==> src/rtl/vps_pkg.sv <==
// Shared types, constants and helpers for the vacuum pick/release sequencer.
package vps_pkg;

  // Vacuum heads; each head has a pick and a release sequencer.
  localparam int HEADS     = 2;
  localparam int MAX_TRIES = 2;
  localparam int NSEQ      = 2 * HEADS;
  localparam int SEQ_W     = (NSEQ > 1) ? $clog2(NSEQ) : 1;

  // Decoupling queue between front and back.
  localparam int QDEPTH = 2;
  localparam int QPTR_W = (QDEPTH > 1) ? $clog2(QDEPTH) : 1;
  localparam int QCNT_W = $clog2(QDEPTH + 1);

  localparam int TIME_W  = 16;
  localparam int DELAY_W = 17;
  localparam logic [DELAY_W-1:0] DELAY_MAX = '1;

  // Configuration register indexes.
  localparam logic [2:0] REG_DOWN    = 3'd0;
  localparam logic [2:0] REG_UP      = 3'd1;
  localparam logic [2:0] REG_SWITCH  = 3'd2;
  localparam logic [2:0] REG_SUCTION = 3'd3;
  localparam logic [2:0] REG_BLOWOFF = 3'd4;

  // Sequencer phases.
  localparam logic [2:0] PH_IDLE  = 3'd0;
  localparam logic [2:0] PH_DOWN  = 3'd1;
  localparam logic [2:0] PH_OFF   = 3'd2;
  localparam logic [2:0] PH_AIR   = 3'd3;
  localparam logic [2:0] PH_UP    = 3'd4;
  localparam logic [2:0] PH_CHECK = 3'd5;
  localparam logic [2:0] PH_OK    = 3'd6;
  localparam logic [2:0] PH_NG    = 3'd7;

  // Outcomes.
  localparam logic [1:0] OC_NONE = 2'd0;
  localparam logic [1:0] OC_RUN  = 2'd1;
  localparam logic [1:0] OC_OK   = 2'd2;
  localparam logic [1:0] OC_NG   = 2'd3;

  // Request kinds decided by the front.
  localparam logic [1:0] KIND_STEP   = 2'd0;
  localparam logic [1:0] KIND_START  = 2'd1;
  localparam logic [1:0] KIND_IGNORE = 2'd2;

  // Operations.
  localparam logic OP_PICK = 1'b0;

  typedef logic [SEQ_W-1:0] seq_idx_t;

  typedef struct packed {
    logic req_type;
    logic head;
    logic operation;
    logic part_held;
  } in_item_t;

  typedef struct packed {
    logic       out_head;
    logic       out_operation;
    logic       lower_cmd;
    logic       raise_cmd;
    logic       suction_on_cmd;
    logic       valves_off_cmd;
    logic [2:0] phase;
    logic [1:0] outcome;
    logic [1:0] tries_used;
  } out_item_t;

  typedef struct packed {
    logic [1:0] kind;
    logic       head;
    logic       operation;
    logic       part_held;
    seq_idx_t   idx;
  } q_entry_t;

  typedef struct packed {
    logic full;
    logic empty;
  } q_status_t;

  // base * (retry + 1), saturated to the delay counter width.
  function automatic logic [DELAY_W-1:0] scaled_delay(input logic [TIME_W-1:0] base,
                                                      input logic [1:0] retry);
    logic [TIME_W+2:0] t;
    t = (TIME_W+3)'(base) * (TIME_W+3)'(retry) + (TIME_W+3)'(base);
    if (t > (TIME_W+3)'(DELAY_MAX)) begin
      scaled_delay = DELAY_MAX;
    end else begin
      scaled_delay = t[DELAY_W-1:0];
    end
  endfunction

endpackage

==> src/rtl/vps_front.sv <==
// Front end: input handshake and classification of requests into queue entries.
module vps_front import vps_pkg::*; (
  input  logic      in_valid,
  output logic      in_stall,
  input  in_item_t  in_data,
  input  q_status_t q_st,
  output logic      push,
  output q_entry_t  push_entry
);

  logic head_bad;

  assign head_bad = (32'(in_data.head) >= HEADS);

  assign in_stall = q_st.full;
  assign push     = in_valid && !q_st.full;

  always_comb begin
    push_entry.head      = in_data.head;
    push_entry.operation = in_data.operation;
    push_entry.part_held = in_data.part_held;
    push_entry.idx       = seq_idx_t'({in_data.head, in_data.operation});
    if (head_bad) begin
      push_entry.kind = KIND_IGNORE;
    end else if (in_data.req_type) begin
      push_entry.kind = KIND_START;
    end else begin
      push_entry.kind = KIND_STEP;
    end
  end

endmodule

==> src/rtl/vps_queue.sv <==
// Short FIFO between the front and the back.
module vps_queue import vps_pkg::*; (
  input  logic      clk,
  input  logic      rst_n,
  input  logic      push,
  input  q_entry_t  push_entry,
  input  logic      pop,
  output q_entry_t  pop_entry,
  output q_status_t q_st
);

  q_entry_t          mem_r [QDEPTH];
  logic [QPTR_W-1:0] wr_ptr_r, wr_ptr_nxt;
  logic [QPTR_W-1:0] rd_ptr_r, rd_ptr_nxt;
  logic [QCNT_W-1:0] count_r, count_nxt;

  function automatic logic [QPTR_W-1:0] ptr_inc(input logic [QPTR_W-1:0] p);
    if (32'(p) == QDEPTH - 1) begin
      ptr_inc = '0;
    end else begin
      ptr_inc = p + QPTR_W'(1);
    end
  endfunction

  assign q_st.full  = (count_r == QCNT_W'(QDEPTH));
  assign q_st.empty = (count_r == '0);
  assign pop_entry  = mem_r[rd_ptr_r];

  always_comb begin
    wr_ptr_nxt = push ? ptr_inc(wr_ptr_r) : wr_ptr_r;
    rd_ptr_nxt = pop ? ptr_inc(rd_ptr_r) : rd_ptr_r;
    count_nxt  = count_r;
    if (push && !pop) begin
      count_nxt = count_r + QCNT_W'(1);
    end else if (pop && !push) begin
      count_nxt = count_r - QCNT_W'(1);
    end
  end

  always_ff @(posedge clk) begin
    if (!rst_n) begin
      wr_ptr_r <= '0;
      rd_ptr_r <= '0;
      count_r  <= '0;
    end else begin
      wr_ptr_r <= wr_ptr_nxt;
      rd_ptr_r <= rd_ptr_nxt;
      count_r  <= count_nxt;
    end
  end

  always_ff @(posedge clk) begin
    if (push) begin
      mem_r[wr_ptr_r] <= push_entry;
    end
  end

endmodule

==> src/rtl/vps_back.sv <==
// Back end: timing registers, per-sequencer state update and result register.
module vps_back import vps_pkg::*; (
  input  logic             clk,
  input  logic             rst_n,
  input  logic             cfg_we,
  input  logic [2:0]       cfg_index,
  input  logic [TIME_W-1:0] cfg_wdata,
  input  logic             q_valid,
  input  q_entry_t         q_entry,
  output logic             pop,
  output logic             out_valid,
  input  logic             out_stall,
  output out_item_t        out_data
);

  logic [TIME_W-1:0] down_time_r, up_time_r, switch_time_r;
  logic [TIME_W-1:0] suction_time_r, blowoff_time_r;

  logic [2:0]         phase_r   [NSEQ];
  logic [1:0]         retry_r   [NSEQ];
  logic [DELAY_W-1:0] delay_r   [NSEQ];
  logic [1:0]         outcome_r [NSEQ];

  logic               out_valid_r;
  out_item_t          out_data_r, res_nxt;

  logic [2:0]         ph_cur, ph_nxt;
  logic [1:0]         rt_cur, rt_nxt;
  logic [DELAY_W-1:0] dl_cur, dl_set, dl_nxt;
  logic [1:0]         oc_cur, oc_nxt;
  logic               lower, raise, suck, voff;
  logic               go, upd;

  assign go        = q_valid && (!out_valid_r || !out_stall);
  assign pop       = go;
  assign upd       = go && (q_entry.kind != KIND_IGNORE);
  assign out_valid = out_valid_r;
  assign out_data  = out_data_r;

  assign ph_cur = phase_r[q_entry.idx];
  assign rt_cur = retry_r[q_entry.idx];
  assign dl_cur = delay_r[q_entry.idx];
  assign oc_cur = outcome_r[q_entry.idx];

  always_comb begin
    ph_nxt = ph_cur;
    rt_nxt = rt_cur;
    dl_set = dl_cur;
    oc_nxt = oc_cur;
    lower  = 1'b0;
    raise  = 1'b0;
    suck   = 1'b0;
    voff   = 1'b0;
    case (ph_cur)
      PH_IDLE: rt_nxt = '0;
      PH_DOWN: begin
        lower  = 1'b1;
        dl_set = scaled_delay(down_time_r, rt_cur);
        ph_nxt = PH_OFF;
      end
      PH_OFF: begin
        if (dl_cur == '0) begin
          voff   = 1'b1;
          dl_set = DELAY_W'(switch_time_r);
          ph_nxt = PH_AIR;
        end
      end
      PH_AIR: begin
        if (dl_cur == '0) begin
          if (q_entry.operation == OP_PICK) begin
            suck   = 1'b1;
            dl_set = DELAY_W'(suction_time_r);
          end else begin
            dl_set = DELAY_W'(blowoff_time_r);
          end
          ph_nxt = PH_UP;
        end
      end
      PH_UP: begin
        if (dl_cur == '0) begin
          raise  = 1'b1;
          dl_set = scaled_delay(up_time_r, rt_cur);
          ph_nxt = PH_CHECK;
        end
      end
      PH_CHECK: begin
        if (dl_cur == '0) begin
          if ((q_entry.operation == OP_PICK) == q_entry.part_held) begin
            ph_nxt = PH_OK;
          end else begin
            rt_nxt = rt_cur + 2'd1;
            ph_nxt = (32'(rt_nxt) < MAX_TRIES) ? PH_DOWN : PH_NG;
          end
        end
      end
      PH_OK: begin
        oc_nxt = OC_OK;
        ph_nxt = PH_IDLE;
      end
      default: begin
        oc_nxt = OC_NG;
        ph_nxt = PH_IDLE;
      end
    endcase
    dl_nxt = (dl_set != '0) ? dl_set - DELAY_W'(1) : dl_set;

    // Start overrides the step path.
    if (q_entry.kind == KIND_START) begin
      ph_nxt = PH_DOWN;
      rt_nxt = '0;
      dl_nxt = '0;
      oc_nxt = OC_RUN;
      lower  = 1'b0;
      raise  = 1'b0;
      suck   = 1'b0;
      voff   = 1'b0;
    end

    res_nxt.out_head      = q_entry.head;
    res_nxt.out_operation = q_entry.operation;
    if (q_entry.kind == KIND_IGNORE) begin
      res_nxt.lower_cmd      = 1'b0;
      res_nxt.raise_cmd      = 1'b0;
      res_nxt.suction_on_cmd = 1'b0;
      res_nxt.valves_off_cmd = 1'b0;
      res_nxt.phase          = PH_IDLE;
      res_nxt.outcome        = OC_NONE;
      res_nxt.tries_used     = '0;
    end else begin
      res_nxt.lower_cmd      = lower;
      res_nxt.raise_cmd      = raise;
      res_nxt.suction_on_cmd = suck;
      res_nxt.valves_off_cmd = voff;
      res_nxt.phase          = ph_nxt;
      res_nxt.outcome        = oc_nxt;
      res_nxt.tries_used     = rt_nxt;
    end
  end

  always_ff @(posedge clk) begin
    if (!rst_n) begin
      down_time_r    <= TIME_W'(300);
      up_time_r      <= TIME_W'(300);
      switch_time_r  <= TIME_W'(50);
      suction_time_r <= TIME_W'(100);
      blowoff_time_r <= TIME_W'(100);
    end else if (cfg_we) begin
      case (cfg_index)
        REG_DOWN:    down_time_r    <= cfg_wdata;
        REG_UP:      up_time_r      <= cfg_wdata;
        REG_SWITCH:  switch_time_r  <= cfg_wdata;
        REG_SUCTION: suction_time_r <= cfg_wdata;
        REG_BLOWOFF: blowoff_time_r <= cfg_wdata;
        default: ;
      endcase
    end
  end

  always_ff @(posedge clk) begin
    if (!rst_n) begin
      for (int i = 0; i < NSEQ; i++) begin
        phase_r[i]   <= PH_IDLE;
        retry_r[i]   <= '0;
        delay_r[i]   <= '0;
        outcome_r[i] <= OC_NONE;
      end
    end else if (upd) begin
      phase_r[q_entry.idx]   <= ph_nxt;
      retry_r[q_entry.idx]   <= rt_nxt;
      delay_r[q_entry.idx]   <= dl_nxt;
      outcome_r[q_entry.idx] <= oc_nxt;
    end
  end

  always_ff @(posedge clk) begin
    if (!rst_n) begin
      out_valid_r <= 1'b0;
    end else if (go) begin
      out_valid_r <= 1'b1;
    end else if (!out_stall) begin
      out_valid_r <= 1'b0;
    end
  end

  always_ff @(posedge clk) begin
    if (go) begin
      out_data_r <= res_nxt;
    end
  end

endmodule

==> src/rtl/vacuum_pick_release_sequencer_top.sv <==
// Top level of the vacuum pick/release sequencer: front, queue and back.
//
//  channel  | ports                           | transfer when
//  ---------+---------------------------------+-------------------------
//  input    | in_valid, in_stall, in_data     | in_valid && !in_stall
//  result   | out_valid, out_stall, out_data  | out_valid && !out_stall
//  config   | cfg_we, cfg_index, cfg_wdata    | cfg_we
//
// One item per cycle sustained while out_stall stays low; after its input
// transfer an item is registered in the queue and then in the result register.
// The per-sequencer read-modify-write in the back sets that rate.
// Reset (synchronous, rst_n low) empties the queue, drops out_valid, puts
// every sequencer in idle with no outcome and reloads the default timings.
// A stalled result holds; the two-entry queue keeps in_stall a pure
// register decode, so the input side sees stall only when the queue is full.
module vacuum_pick_release_sequencer_top import vps_pkg::*; (
  input  logic              clk,
  input  logic              rst_n,
  input  logic              in_valid,
  output logic              in_stall,
  input  in_item_t          in_data,
  output logic              out_valid,
  input  logic              out_stall,
  output out_item_t         out_data,
  input  logic              cfg_we,
  input  logic [2:0]        cfg_index,
  input  logic [TIME_W-1:0] cfg_wdata
);

  q_status_t q_st;
  q_entry_t  push_entry, pop_entry;
  logic      push, pop;

  // Front: handshake and request classification (start, step, bad head).
  vps_front u_front (
    .in_valid   (in_valid),
    .in_stall   (in_stall),
    .in_data    (in_data),
    .q_st       (q_st),
    .push       (push),
    .push_entry (push_entry)
  );

  // Queue: lets the input keep flowing while a result waits.
  vps_queue u_queue (
    .clk        (clk),
    .rst_n      (rst_n),
    .push       (push),
    .push_entry (push_entry),
    .pop        (pop),
    .pop_entry  (pop_entry),
    .q_st       (q_st)
  );

  // Back: sequencer state, timers and the registered result.
  vps_back u_back (
    .clk       (clk),
    .rst_n     (rst_n),
    .cfg_we    (cfg_we),
    .cfg_index (cfg_index),
    .cfg_wdata (cfg_wdata),
    .q_valid   (!q_st.empty),
    .q_entry   (pop_entry),
    .pop       (pop),
    .out_valid (out_valid),
    .out_stall (out_stall),
    .out_data  (out_data)
  );

  // Queue can't be both full and empty.
  a_q_status: assert property (@(posedge clk) disable iff (!rst_n)
    !(q_st.full && q_st.empty))
    else $error("queue status inconsistent");

  // A transfer into an idle pipe shows up as a result after the queue and the result register.
  a_latency: assert property (@(posedge clk) disable iff (!rst_n)
    (in_valid && !in_stall && q_st.empty && !out_valid) |=> ##1 out_valid)
    else $error("result missing after input transfer");

  // A never-started sequencer reports idle with no retries.
  a_none_idle: assert property (@(posedge clk) disable iff (!rst_n)
    (out_valid && out_data.outcome == OC_NONE) |->
      (out_data.phase == PH_IDLE && out_data.tries_used == 2'd0))
    else $error("never-started sequencer not idle");

endmodule
==> config.mk <==
export PLATFORM = sky130hd
export DESIGN_NAME = vacuum_pick_release_sequencer_top
export DESIGN_NICKNAME = d
export VERILOG_FILES = /design/src/rtl/vps_pkg.sv /design/src/rtl/vps_front.sv /design/src/rtl/vps_queue.sv /design/src/rtl/vps_back.sv /design/src/rtl/vacuum_pick_release_sequencer_top.sv
export SDC_FILE = /design/constraint.sdc
export NUM_CORES = 1
export LEC_CHECK = 0
export ABC_AREA = 0
export BUFFER_PORTS_ARGS = -buffer_cell sky130_fd_sc_hd__buf_2
export CAP_MARGIN = 15
export CORE_MARGIN = 2
export CORE_UTILIZATION = 48
export CTS_CLUSTER_SIZE = 25
export DETAILED_ROUTE_END_ITERATION = 16
export MAX_ROUTING_LAYER = met4
export PLACE_DENSITY = 0.65
export SYNTH_ARGS = -nofsm -noshare
export SYNTH_HDL_FRONTEND = slang
export SYNTH_HIERARCHICAL = 1
export SYNTH_SLANG_ARGS = --single-unit
==> constraint.sdc <==
create_clock -name clk -period 7 [get_ports clk]
set_input_delay 1.4 -clock clk [delete_from_list [all_inputs] [get_ports clk]]
set_output_delay 1.4 -clock clk [all_outputs]
set_load 0.1 [all_outputs]
=== Yosys cells after proc, flatten, opt, wreduce, memory -nomap -nowiden ===
Memory sizes are Yosys's and may differ from the RTL's. A register that Yosys moved wholly into a read port is not among the register bits.
Index checks and enable logic that the tools add are counted.

* Flip-flop bits (word level): 98
* RAM bits: 108
* Output and inout bits: 15
* Logic and storage cells: 142
* Memories kept: 5

{| class="wikitable"
|+ Memory list
! memory !! words !! width !! rd ports !! clocked after memory_dff !! wr ports !! line !! RTL
|-
| u_back.delay_r || 4 || 17 || 1 || 0 || 4 || vps_back.sv:21 || <nowiki>logic [DELAY_W-1:0] delay_r [NSEQ];</nowiki>
|-
| u_back.phase_r || 4 || 3 || 1 || 0 || 4 || vps_back.sv:19 || <nowiki>logic [2:0] phase_r [NSEQ];</nowiki>
|-
| u_queue.mem_r || 2 || 6 || 1 || 1 || 1 || vps_queue.sv:12 || <nowiki>q_entry_t mem_r [QDEPTH];</nowiki>
|-
| u_back.outcome_r || 4 || 2 || 1 || 0 || 4 || vps_back.sv:22 || <nowiki>logic [1:0] outcome_r [NSEQ];</nowiki>
|-
| u_back.retry_r || 4 || 2 || 1 || 0 || 4 || vps_back.sv:20 || <nowiki>logic [1:0] retry_r [NSEQ];</nowiki>
|}

* Add/subtract/negate cells: 8
* $mul: 2
* $lt $le $gt $ge: 3
* Equality and inequality tests: 16
* Mux-type cells: 53
* Bitwise gates (word level): 5
* Reduce and logical (&&, ||, !) cells: 32

{| class="wikitable"
|+ Operator list
! kind !! number
|-
| two-way mux 17 bit || 8
|-
| one-hot mux 17 bit (4 select lines) || 1
|-
| adder 18 x 16 -> 19 bit || 2
|-
| > comparator 19 x 17 -> 1 bit (second input constant) || 2
|-
| multiplier 16 x 2 -> 18 bit || 2
|-
| two-way mux 2 bit || 12
|-
| two-way mux 3 bit || 8
|-
| two-way mux 1 bit || 20
|-
| one-hot mux 3 bit (6 select lines) || 1
|-
| zero test 17 bit || 1
|-
| nonzero test 17 bit || 1
|-
| OR reduction 17 bit || 1
|-
| subtractor 17 x 1 -> 17 bit (second input constant) || 1
|-
| two-way mux 16 bit || 1
|-
| == test 3 x 2 -> 1 bit (second input constant) || 4
|-
| == test 3 bit (second input constant) || 4
|-
| AND reduction 2 bit || 5
|-
| OR reduction 3 bit || 3
|-
| one-hot mux 2 bit (2 select lines) || 2
|-
| == test 3 x 1 -> 1 bit (second input constant) || 2
|-
| zero test 1 bit || 6
|-
| zero test 3 bit || 2
|-
| OR reduction 2 bit || 3
|-
| OR reduction 6 bit || 1
|-
| other kinds (15) || 26
|}

=== Longest topological paths before layout ===
Gate-level depths: netlist of the first run.
An unclocked memory read counts as a cell.

* Depth after elaboration: 11
* Depth in mapped cells: 28
* Mapped depth without buffers: 22

=== Cells and area by module ===
The synthesis of the first run kept the hierarchy.

{| class="wikitable"
|+ Modules (own cells, without submodules)
! module !! times used !! cells each !! area an instance (um2)
|-
| vps_back || 1 || 1368 || 12364.4
|-
| vps_queue || 1 || 44 || 723.2
|-
| vps_front || 1 || 10 || 77.6
|-
| vacuum_pick_release_sequencer_top || 1 || 1 || 3.8
|}

=== Worst setup path after synthesis of the first run ===
OpenSTA, ideal clock, no wires.

* Path type: register -> register
* From: register (tool-made name)
* To: memory u_back.delay_r[0][14] (data pin)
* Library setup time: 0.265 ns
* Arrival: 6.201 ns
* Required time: 6.735 ns
* Path slack: 0.534 ns
* Cell stages (with the launch flop): 28
* Buffers on the path: 8
* Period minus slack after synthesis: 6.466 ns
* Cells stage by stage: dfxtp_1 > buf_2 > mux2_2 > buf_6 > buf_6 > buf_1 > mux4_2 > clkbuf_1 > clkbuf_1 > nand2_1 > fa_1 > inv_1 > ha_1 > clkbuf_1 > a21oi_1 > o21ai_0 > a221oi_1 > and2_1 > buf_2 > a31o_2 > o221a_2 > ha_1 > and4_1 > nor4bb_1 > nand4_1 > a211oi_1 > xor2_1 > nor2_1

{| class="wikitable"
|+ RTL lines
! what !! line
|-
| end: declaration || vps_back.sv:21
|}

==> flow_metrics.py, run 1 <==
metrics = {
    "cells_and_area": {
        "drive_above_1_share": 0.1151,
        "antennaDiodeCount": 0,
        "area_delta_synth_final_pct": 9.758,
        "fin_nets": 1521,
        "layout.cells.non_filler": 1783,
    },
    "sta": {
        "finalCriticalPeriod_ps": 6599,
        "timing.setup.tns_ps": 0,
        "holdWs_ps": 461.2,
        "finalSetupViolCount": 0,
        "worst_pin_slew_ps": 973.8,
        "fin_crit_sh": 0.9427,
        "maxSlewViolCount": 0,
        "rsz0062_at_grt": "false",
        "maxSlewHeadroom": 0.3495,
        "fin_worst_skew_ps": 12.00,
        "finalHoldViolations": 0,
        "fmax_mhz": 151.5,
    },
    "clocking": {
        "cts_resized": 0,
        "post_cts.repair.setup_buffers": 0,
        "clk_pin_slew_ps": 60,
        "cts_sinks": 209,
        "cts_max_level": 1,
        "cts_tree": "built",
        "clk-insertion-delay-late_ps": 520,
        "holdBufCountCts": 0,
        "cts_made_buffers": 23,
        "cts_root_buf": "clkbuf_16",
        "cts_buffer_depth": 3,
    },
    "grt": {
        "grt.met3_usage": 0.03498,
        "use_met2": 0.4243,
        "gr-usage-met1": 0.3440,
        "grt_max_degree": 93,
        "grt_pass1_vias": 10270,
        "grt_usage": 0.2609,
        "grt_pass1_wl_mm": 56.90,
        "antenna_found_initial": 0,
        "grt-ovfl-total": 0,
        "grt-busiest-layer": "met2",
    },
    "synthesis": {
        "ys_seq_area_frac": 0.4112,
        "synth_top_area_frac": 0.2805,
        "synthCells": 1423,
        "mappedNetlistArea_um2": 13170,
        "yosys_warnings": 6,
        "synthTopCellsByArea": "edfxtp_1, dfxtp_1, nand2_1",
        "synth.avg_cell_area_um2": 9.254,
        "synth_edf_count": 123,
        "synth_most_common_cell": "nand2_1",
        "ys_ff_latch": 209,
        "async_reset_ff_frac": 0,
        "synthTopCellsByCount": "nand2_1, edfxtp_1, nor2_1",
        "synth_ff_type": "edfxtp_1",
        "yosysUniqueCellTypes": 91,
        "synth_nets": 1519,
        "synth_top_area_cell": "edfxtp_1",
    },
    "routing": {
        "wl_per_cell_um": 20.29,
        "drt-initial-drc-count": 970,
        "num_vias": 10540,
        "antenna_left": 0,
        "first_pass_iters": 5,
        "routed_wl_mm": 36.17,
        "drc": 0,
        "viasPerCell": 5.914,
    },
    "power": {
        "powerDensity_nw_per_um2": 367.4,
        "power_frac_clock": 0.275,
        "p_leak_nw": 5.699,
        "pwr-share-comb": 0.439,
        "internal_power_mw": 3.122,
        "switchingPower_mw": 2.189,
        "switching_share": 0.4122,
        "ir_drop_v": 0.0003854,
        "power_frac_seq": 0.286,
    },
    "worst_setup_path": {
        "critical-path-max-stage-delay_ps": 650,
        "cp_max_fo": 18,
        "worstSetupPathType": "reg -> reg",
        "crit_chain": "mux2_2 > mux4_2 > buf_4 > nand2_1 > fa_1 > inv_1 > ha_1 > inv_1 > fa_1 > nor2b_1 > o311a_1 > o21ai_1 > nand2_1 > o21ai_0 > nor2b_1 > ha_1 > and4_1 > nor4bb_1 > nand4_1 > a211oi_1 > xor2_1 > nor2_1",
        "setup.worst_path.end_class": "register",
        "required_ps": 7240,
        "crit_path_start_kind": "register",
        "crit_family": "compound AO/OA/AOI/OAI gates",
        "slowest_stage": "mux4_2",
        "path_buf_inv": 3,
        "cp.arrival_ps": 6840,
    },
    "status": {
        "outcome": "complete, no violations",
    },
    "job": {
        "maxCapViolCount": 0,
    },
    "placement": {
        "gp_congestion": 0.9455,
        "dp_hpwl_mm": 25.92,
        "portBuffers": 42,
        "placed_cells": 1740,
    },
    "floorplan": {
        "dieArea_um2": 28780,
        "coreArea_um2": 26950,
        "die_w_um": 169.6,
        "rows": 60,
        "start_util": 0.4886,
        "die_h_um": 169.6,
        "io_pins": 43,
    },
    "min_path": {
        "hold_class": "reg -> reg",
    },
}
## worst paths after layout
path / startpoint / end / slack, ps / cells past startpoint
setup reg to reg: register / u_back/delay_r[1][14]$_SDFFCE_PN0P_ / 400 / 22
hold reg to reg: u_back/switch_time_r[0]$_SDFFE_PN0P_ / u_back/switch_time_r[0]$_SDFFE_PN0P_ / 460 / 2
setup / recovery: register / u_back/delay_r[1][14]$_SDFFCE_PN0P_ / 400 / 22
hold / removal: u_back/switch_time_r[0]$_SDFFE_PN0P_ / u_back/switch_time_r[0]$_SDFFE_PN0P_ / 460 / 2
## flip-flops by register name, summed over array words and instances (netlist names), named ones only
signal / cells
u_back/phase_r: 12
u_back/suction_time_r: 16
u_back/outcome_r: 8
u_queue/wr_ptr_r: 1
u_back/retry_r: 8
u_queue/count_r: 2
u_queue/mem_r: 14
u_back/down_time_r: 16
u_back/up_time_r: 16
u_back/out_valid: 1
u_queue/rd_ptr_r: 1
u_back/blowoff_time_r: 16
u_back/switch_time_r: 16
u_back/out_data: 13
u_back/delay_r: 68
## final cells by class
type                       instances  area [µm²]
clock inverter                    19       341.6
tap                              341       426.7
inverter                         102       382.9
fill                            2444       12500
multi-input combinational       1026        6944
timing repair buffer              63       367.9
clock buffer                      23       575.6
sequential                       209        5415
## stage by stage
stage	power [mW]	util	worst slack [ps]	area, µm²
6_report	5.310	0.5363	401.2	14450
5_1_grt	5.570	0.5363	30.19	14450
4_1_cts	5.306	0.5360	457.4	14450
3_5_place_dp	3.842	0.5020	465.8	13530
3_3_place_gp	3.835	0.5020	649.9	13530
2_1_floorplan	3.297	-	534.2	13170
## per-layer routing
layer  vias up  part of all wire
met3        66             0.057
met4         0             0.027
li1       4996                 -
met1      5159              0.44
met2       323              0.47
met5         -                 0
## power groups by stage
stage                     combinational (mW)  sequential [mW]  clock [mW]
after floorplan                         1.48             1.81           0
after global placement                  2.29             1.54           0
after detailed placement                2.30             1.54           0
after CTS                               2.31             1.52        1.47
after global routing                    2.52             1.54        1.52
final                                   2.33             1.52        1.46
## worst register-to-register path, stage by stage, from the launching register on
cell and delay (ps):
dfxtp_1 510, mux2_2 440, mux4_2 650, buf_4 310, nand2_1 90, fa_1 490, inv_1 40, ha_1 220
inv_1 70, fa_1 200, nor2b_1 70, o311a_1 360, o21ai_1 370, nand2_1 170, o21ai_0 430, nor2b_1 230
ha_1 180, and4_1 280, nor4bb_1 260, nand4_1 240, a211oi_1 320, xor2_1 330, nor2_1 80
## cell families (layout without fill, tap and decap cells)
family	Yosys count	in the layout	synth area share
other cells	1	1	0.0002848
compound gates	306	306	0.1585
buf+inv	188	207	0.06147
flops	209	209	0.4112
simple gates	564	564	0.1987
xor+xnor	30	30	0.01995
fa+ha+maj	68	68	0.08285
mux	57	57	0.06708
## layout by cell type, fill, tap and decap left out, types with 14 or more instances in the layout
cell type  count
nor3_1        22
clkbuf_16     23
nand3_1       32
nand2b_1      14
buf_2         42
fa_1          32
buf_4         21
a21boi_0      68
nand2_1      268
o21ai_0       42
xnor2_1       17
ha_1          36
nor2_1       123
a21oi_1       66
edfxtp_1     123
inv_1        101
dfxtp_1       86
a31oi_1       14
o211ai_1      20
and2_1        25
mux2i_1       23
mux4_2        24
Power figures use the tool's default switching activity.
==> run 2, diff against run 1 <==
- BUFFER_PORTS_ARGS: -buffer_cell sky130_fd_sc_hd__buf_2 -> not set
- DONT_BUFFER_PORTS: not set -> 1
- PLACE_DENSITY: 0.65 -> 0.64
==> run 2 against run 1 <==
Compared with the run above: via count shrank 2.1%; non-clock buffer count fell by 45; clock skew increased by 6.4 ps; clock power down 19%; flip-flop and latch count stayed put; die area stayed put; critical path depth is 4 lower; fmax fell by 1.1%; register-to-register slack lost 70 ps; power down 6.3%; highest routed layer unchanged.
==> flow_metrics.py, run 2 (synthesized netlist as in run 1, its figures left out) <==
metrics = {
    "routing": {
        "num_vias": 10330,
        "drt-initial-drc-count": 894,
        "antenna_left": 0,
        "routed_wl_mm": 35.25,
        "viasPerCell": 5.941,
        "wl_per_cell_um": 20.28,
        "drc": 0,
        "first_pass_iters": 5,
    },
    "min_path": {
        "hold_class": "reg -> reg",
        "min_path_cells": 2,
    },
    "cells_and_area": {
        "largest_register_ffs": 68,
        "final_common_cell": "nand2_1",
        "area_delta_synth_final_pct": 6.594,
        "layout_common_cells": "nand2_1, nor2_1, edfxtp_1",
        "drive_above_1_share": 0.08304,
        "fin_nets": 1476,
        "fillerInstances": 2466,
        "antennaDiodeCount": 0,
        "layout.cells.non_filler": 1738,
        "top_register": "u_back/delay_r",
    },
    "worst_setup_path": {
        "crit_top_cell": "a21oi_1",
        "cp.arrival_ps": 6910,
        "crit_chain": "mux2_2 > mux4_2 > buf_4 > nand2_1 > fa_1 > inv_1 > ha_1 > o211ai_1 > a21o_1 > a21oi_1 > o21a_1 > or4_1 > a2111oi_0 > o32a_1 > and4_1 > nand4_4 > a21oi_1 > nor2_1",
        "slowest_stage": "mux4_2",
        "cp_max_fo": 29,
        "critical-path-max-stage-delay_ps": 790,
        "required_ps": 7240,
        "worstSetupPathType": "reg -> reg",
        "crit_path_start_kind": "register",
        "setup.worst_path.end_class": "register",
        "reg2reg_depth": 18,
    },
    "floorplan": {
        "die_w_um": 169.6,
        "die_h_um": 169.6,
        "io_pins": 43,
        "start_util": 0.4886,
        "coreArea_um2": 26950,
        "rows": 60,
        "dieArea_um2": 28780,
    },
    "sta": {
        "maxSlewHeadroom": 0.3284,
        "fin_crit_sh": 0.9528,
        "fmax_mhz": 149.9,
        "holdWs_ps": 459.6,
        "finalSetupViolCount": 0,
        "finalCriticalPeriod_ps": 6670,
        "fin_worst_skew_ps": 18.42,
        "worst_pin_slew_ps": 1006,
        "timing.setup.tns_ps": 0,
        "maxSlewViolCount": 0,
        "rsz0062_at_grt": "false",
        "finalHoldViolations": 0,
    },
    "clocking": {
        "clk_pin_slew_ps": 60,
        "post_cts.repair.setup_buffers": 0,
        "holdBufCountCts": 0,
        "cts_max_level": 1,
        "clk-insertion-delay-late_ps": 520,
        "cts_buffer_depth": 3,
        "cts_root_buf": "clkbuf_16",
        "cts_made_buffers": 23,
        "cts_tree": "built",
        "cts_sinks": 209,
        "cts_resized": 0,
    },
    "placement": {
        "dp_hpwl_mm": 25.16,
        "gp_congestion": 0.9652,
        "portBuffers": 0,
        "placed_cells": 1695,
    },
    "grt": {
        "grt-ovfl-total": 0,
        "grt_max_degree": 93,
        "antenna_found_initial": 0,
        "grt_usage": 0.2584,
        "grt_pass1_vias": 10300,
        "grt_pass1_wl_mm": 56.06,
    },
    "power": {
        "ir_drop_v": 0.0003345,
        "internal_power_mw": 2.839,
        "pwr-share-comb": 0.399,
        "power_frac_clock": 0.237,
        "power_frac_seq": 0.364,
        "powerDensity_nw_per_um2": 354.4,
        "switching_share": 0.4293,
        "p_leak_nw": 5.426,
        "switchingPower_mw": 2.136,
    },
    "status": {
        "outcome": "complete, no violations",
    },
    "job": {
        "maxCapViolCount": 0,
    },
}
[run 2: layer usage]
layer | global-route usage | up-vias | share of wire
li1 | - | 4895 | -
met1 | 0.3368 | 4985 | 0.44
met2 | 0.4060 | 357 | 0.46
met3 | 0.04571 | 89 | 0.068
met4 | 0.09588 | 0 | 0.038
met5 | - | - | 0
[run 2: worst max-delay path: cells and delay by family (launching register included)]
family	cells	cell delay [ps]
AO/OA/AOI/OAI	7	2170
adder cells (fa/ha/maj)	2	850
buffers and inverters	2	320
flip-flops	1	500
multiplexers	2	1220
AND/OR/NAND/NOR	5	1310
[run 2: power by group through the flow]
stage	Combinational, mW	Clock, mW	Sequential, mW
after floorplan	1.48	0	1.81
after global placement	1.95	0	1.83
after detailed placement	1.95	0	1.83
after CTS	1.97	1.20	1.81
after global routing	2.16	1.25	1.82
final	1.98	1.18	1.81
[run 2: worst paths after layout]
check                                             from                              endpoint  slack (ps)
setup / recovery                              register    u_back/delay_r[2][3]$_SDFFCE_PN0P_         330
setup reg to reg                              register    u_back/delay_r[2][3]$_SDFFCE_PN0P_         330
hold / removal    u_back/switch_time_r[9]$_SDFFE_PN0P_  u_back/switch_time_r[9]$_SDFFE_PN0P_         460
hold reg to reg   u_back/switch_time_r[9]$_SDFFE_PN0P_  u_back/switch_time_r[9]$_SDFFE_PN0P_         460
[run 2: per-stage QoR]
stage | utilization | worst slack, ps | power (mW) | area, µm²
floorplan | - | 534.2 | 3.297 | 13170
global placement | 0.4934 | 484.7 | 3.788 | 13300
detailed placement | 0.4934 | 402.9 | 3.783 | 13300
CTS | 0.5206 | 341.0 | 4.978 | 14030
global route | 0.5208 | 44.94 | 5.233 | 14040
finish | 0.5208 | 330.5 | 4.974 | 14040
[run 2: final cells by class]
type,count,area (µm²),area share
Clock inverter,15,142.6,0.01016
Sequential cell,209,5415,0.3858
Multi-Input combinational cell,1026,6944,0.4947
Clock buffer,27,590.6,0.04207
Tap cell,341,426.7,0.03039
Inverter,102,382.9,0.02728
Timing Repair Buffer,18,135.1,0.009627
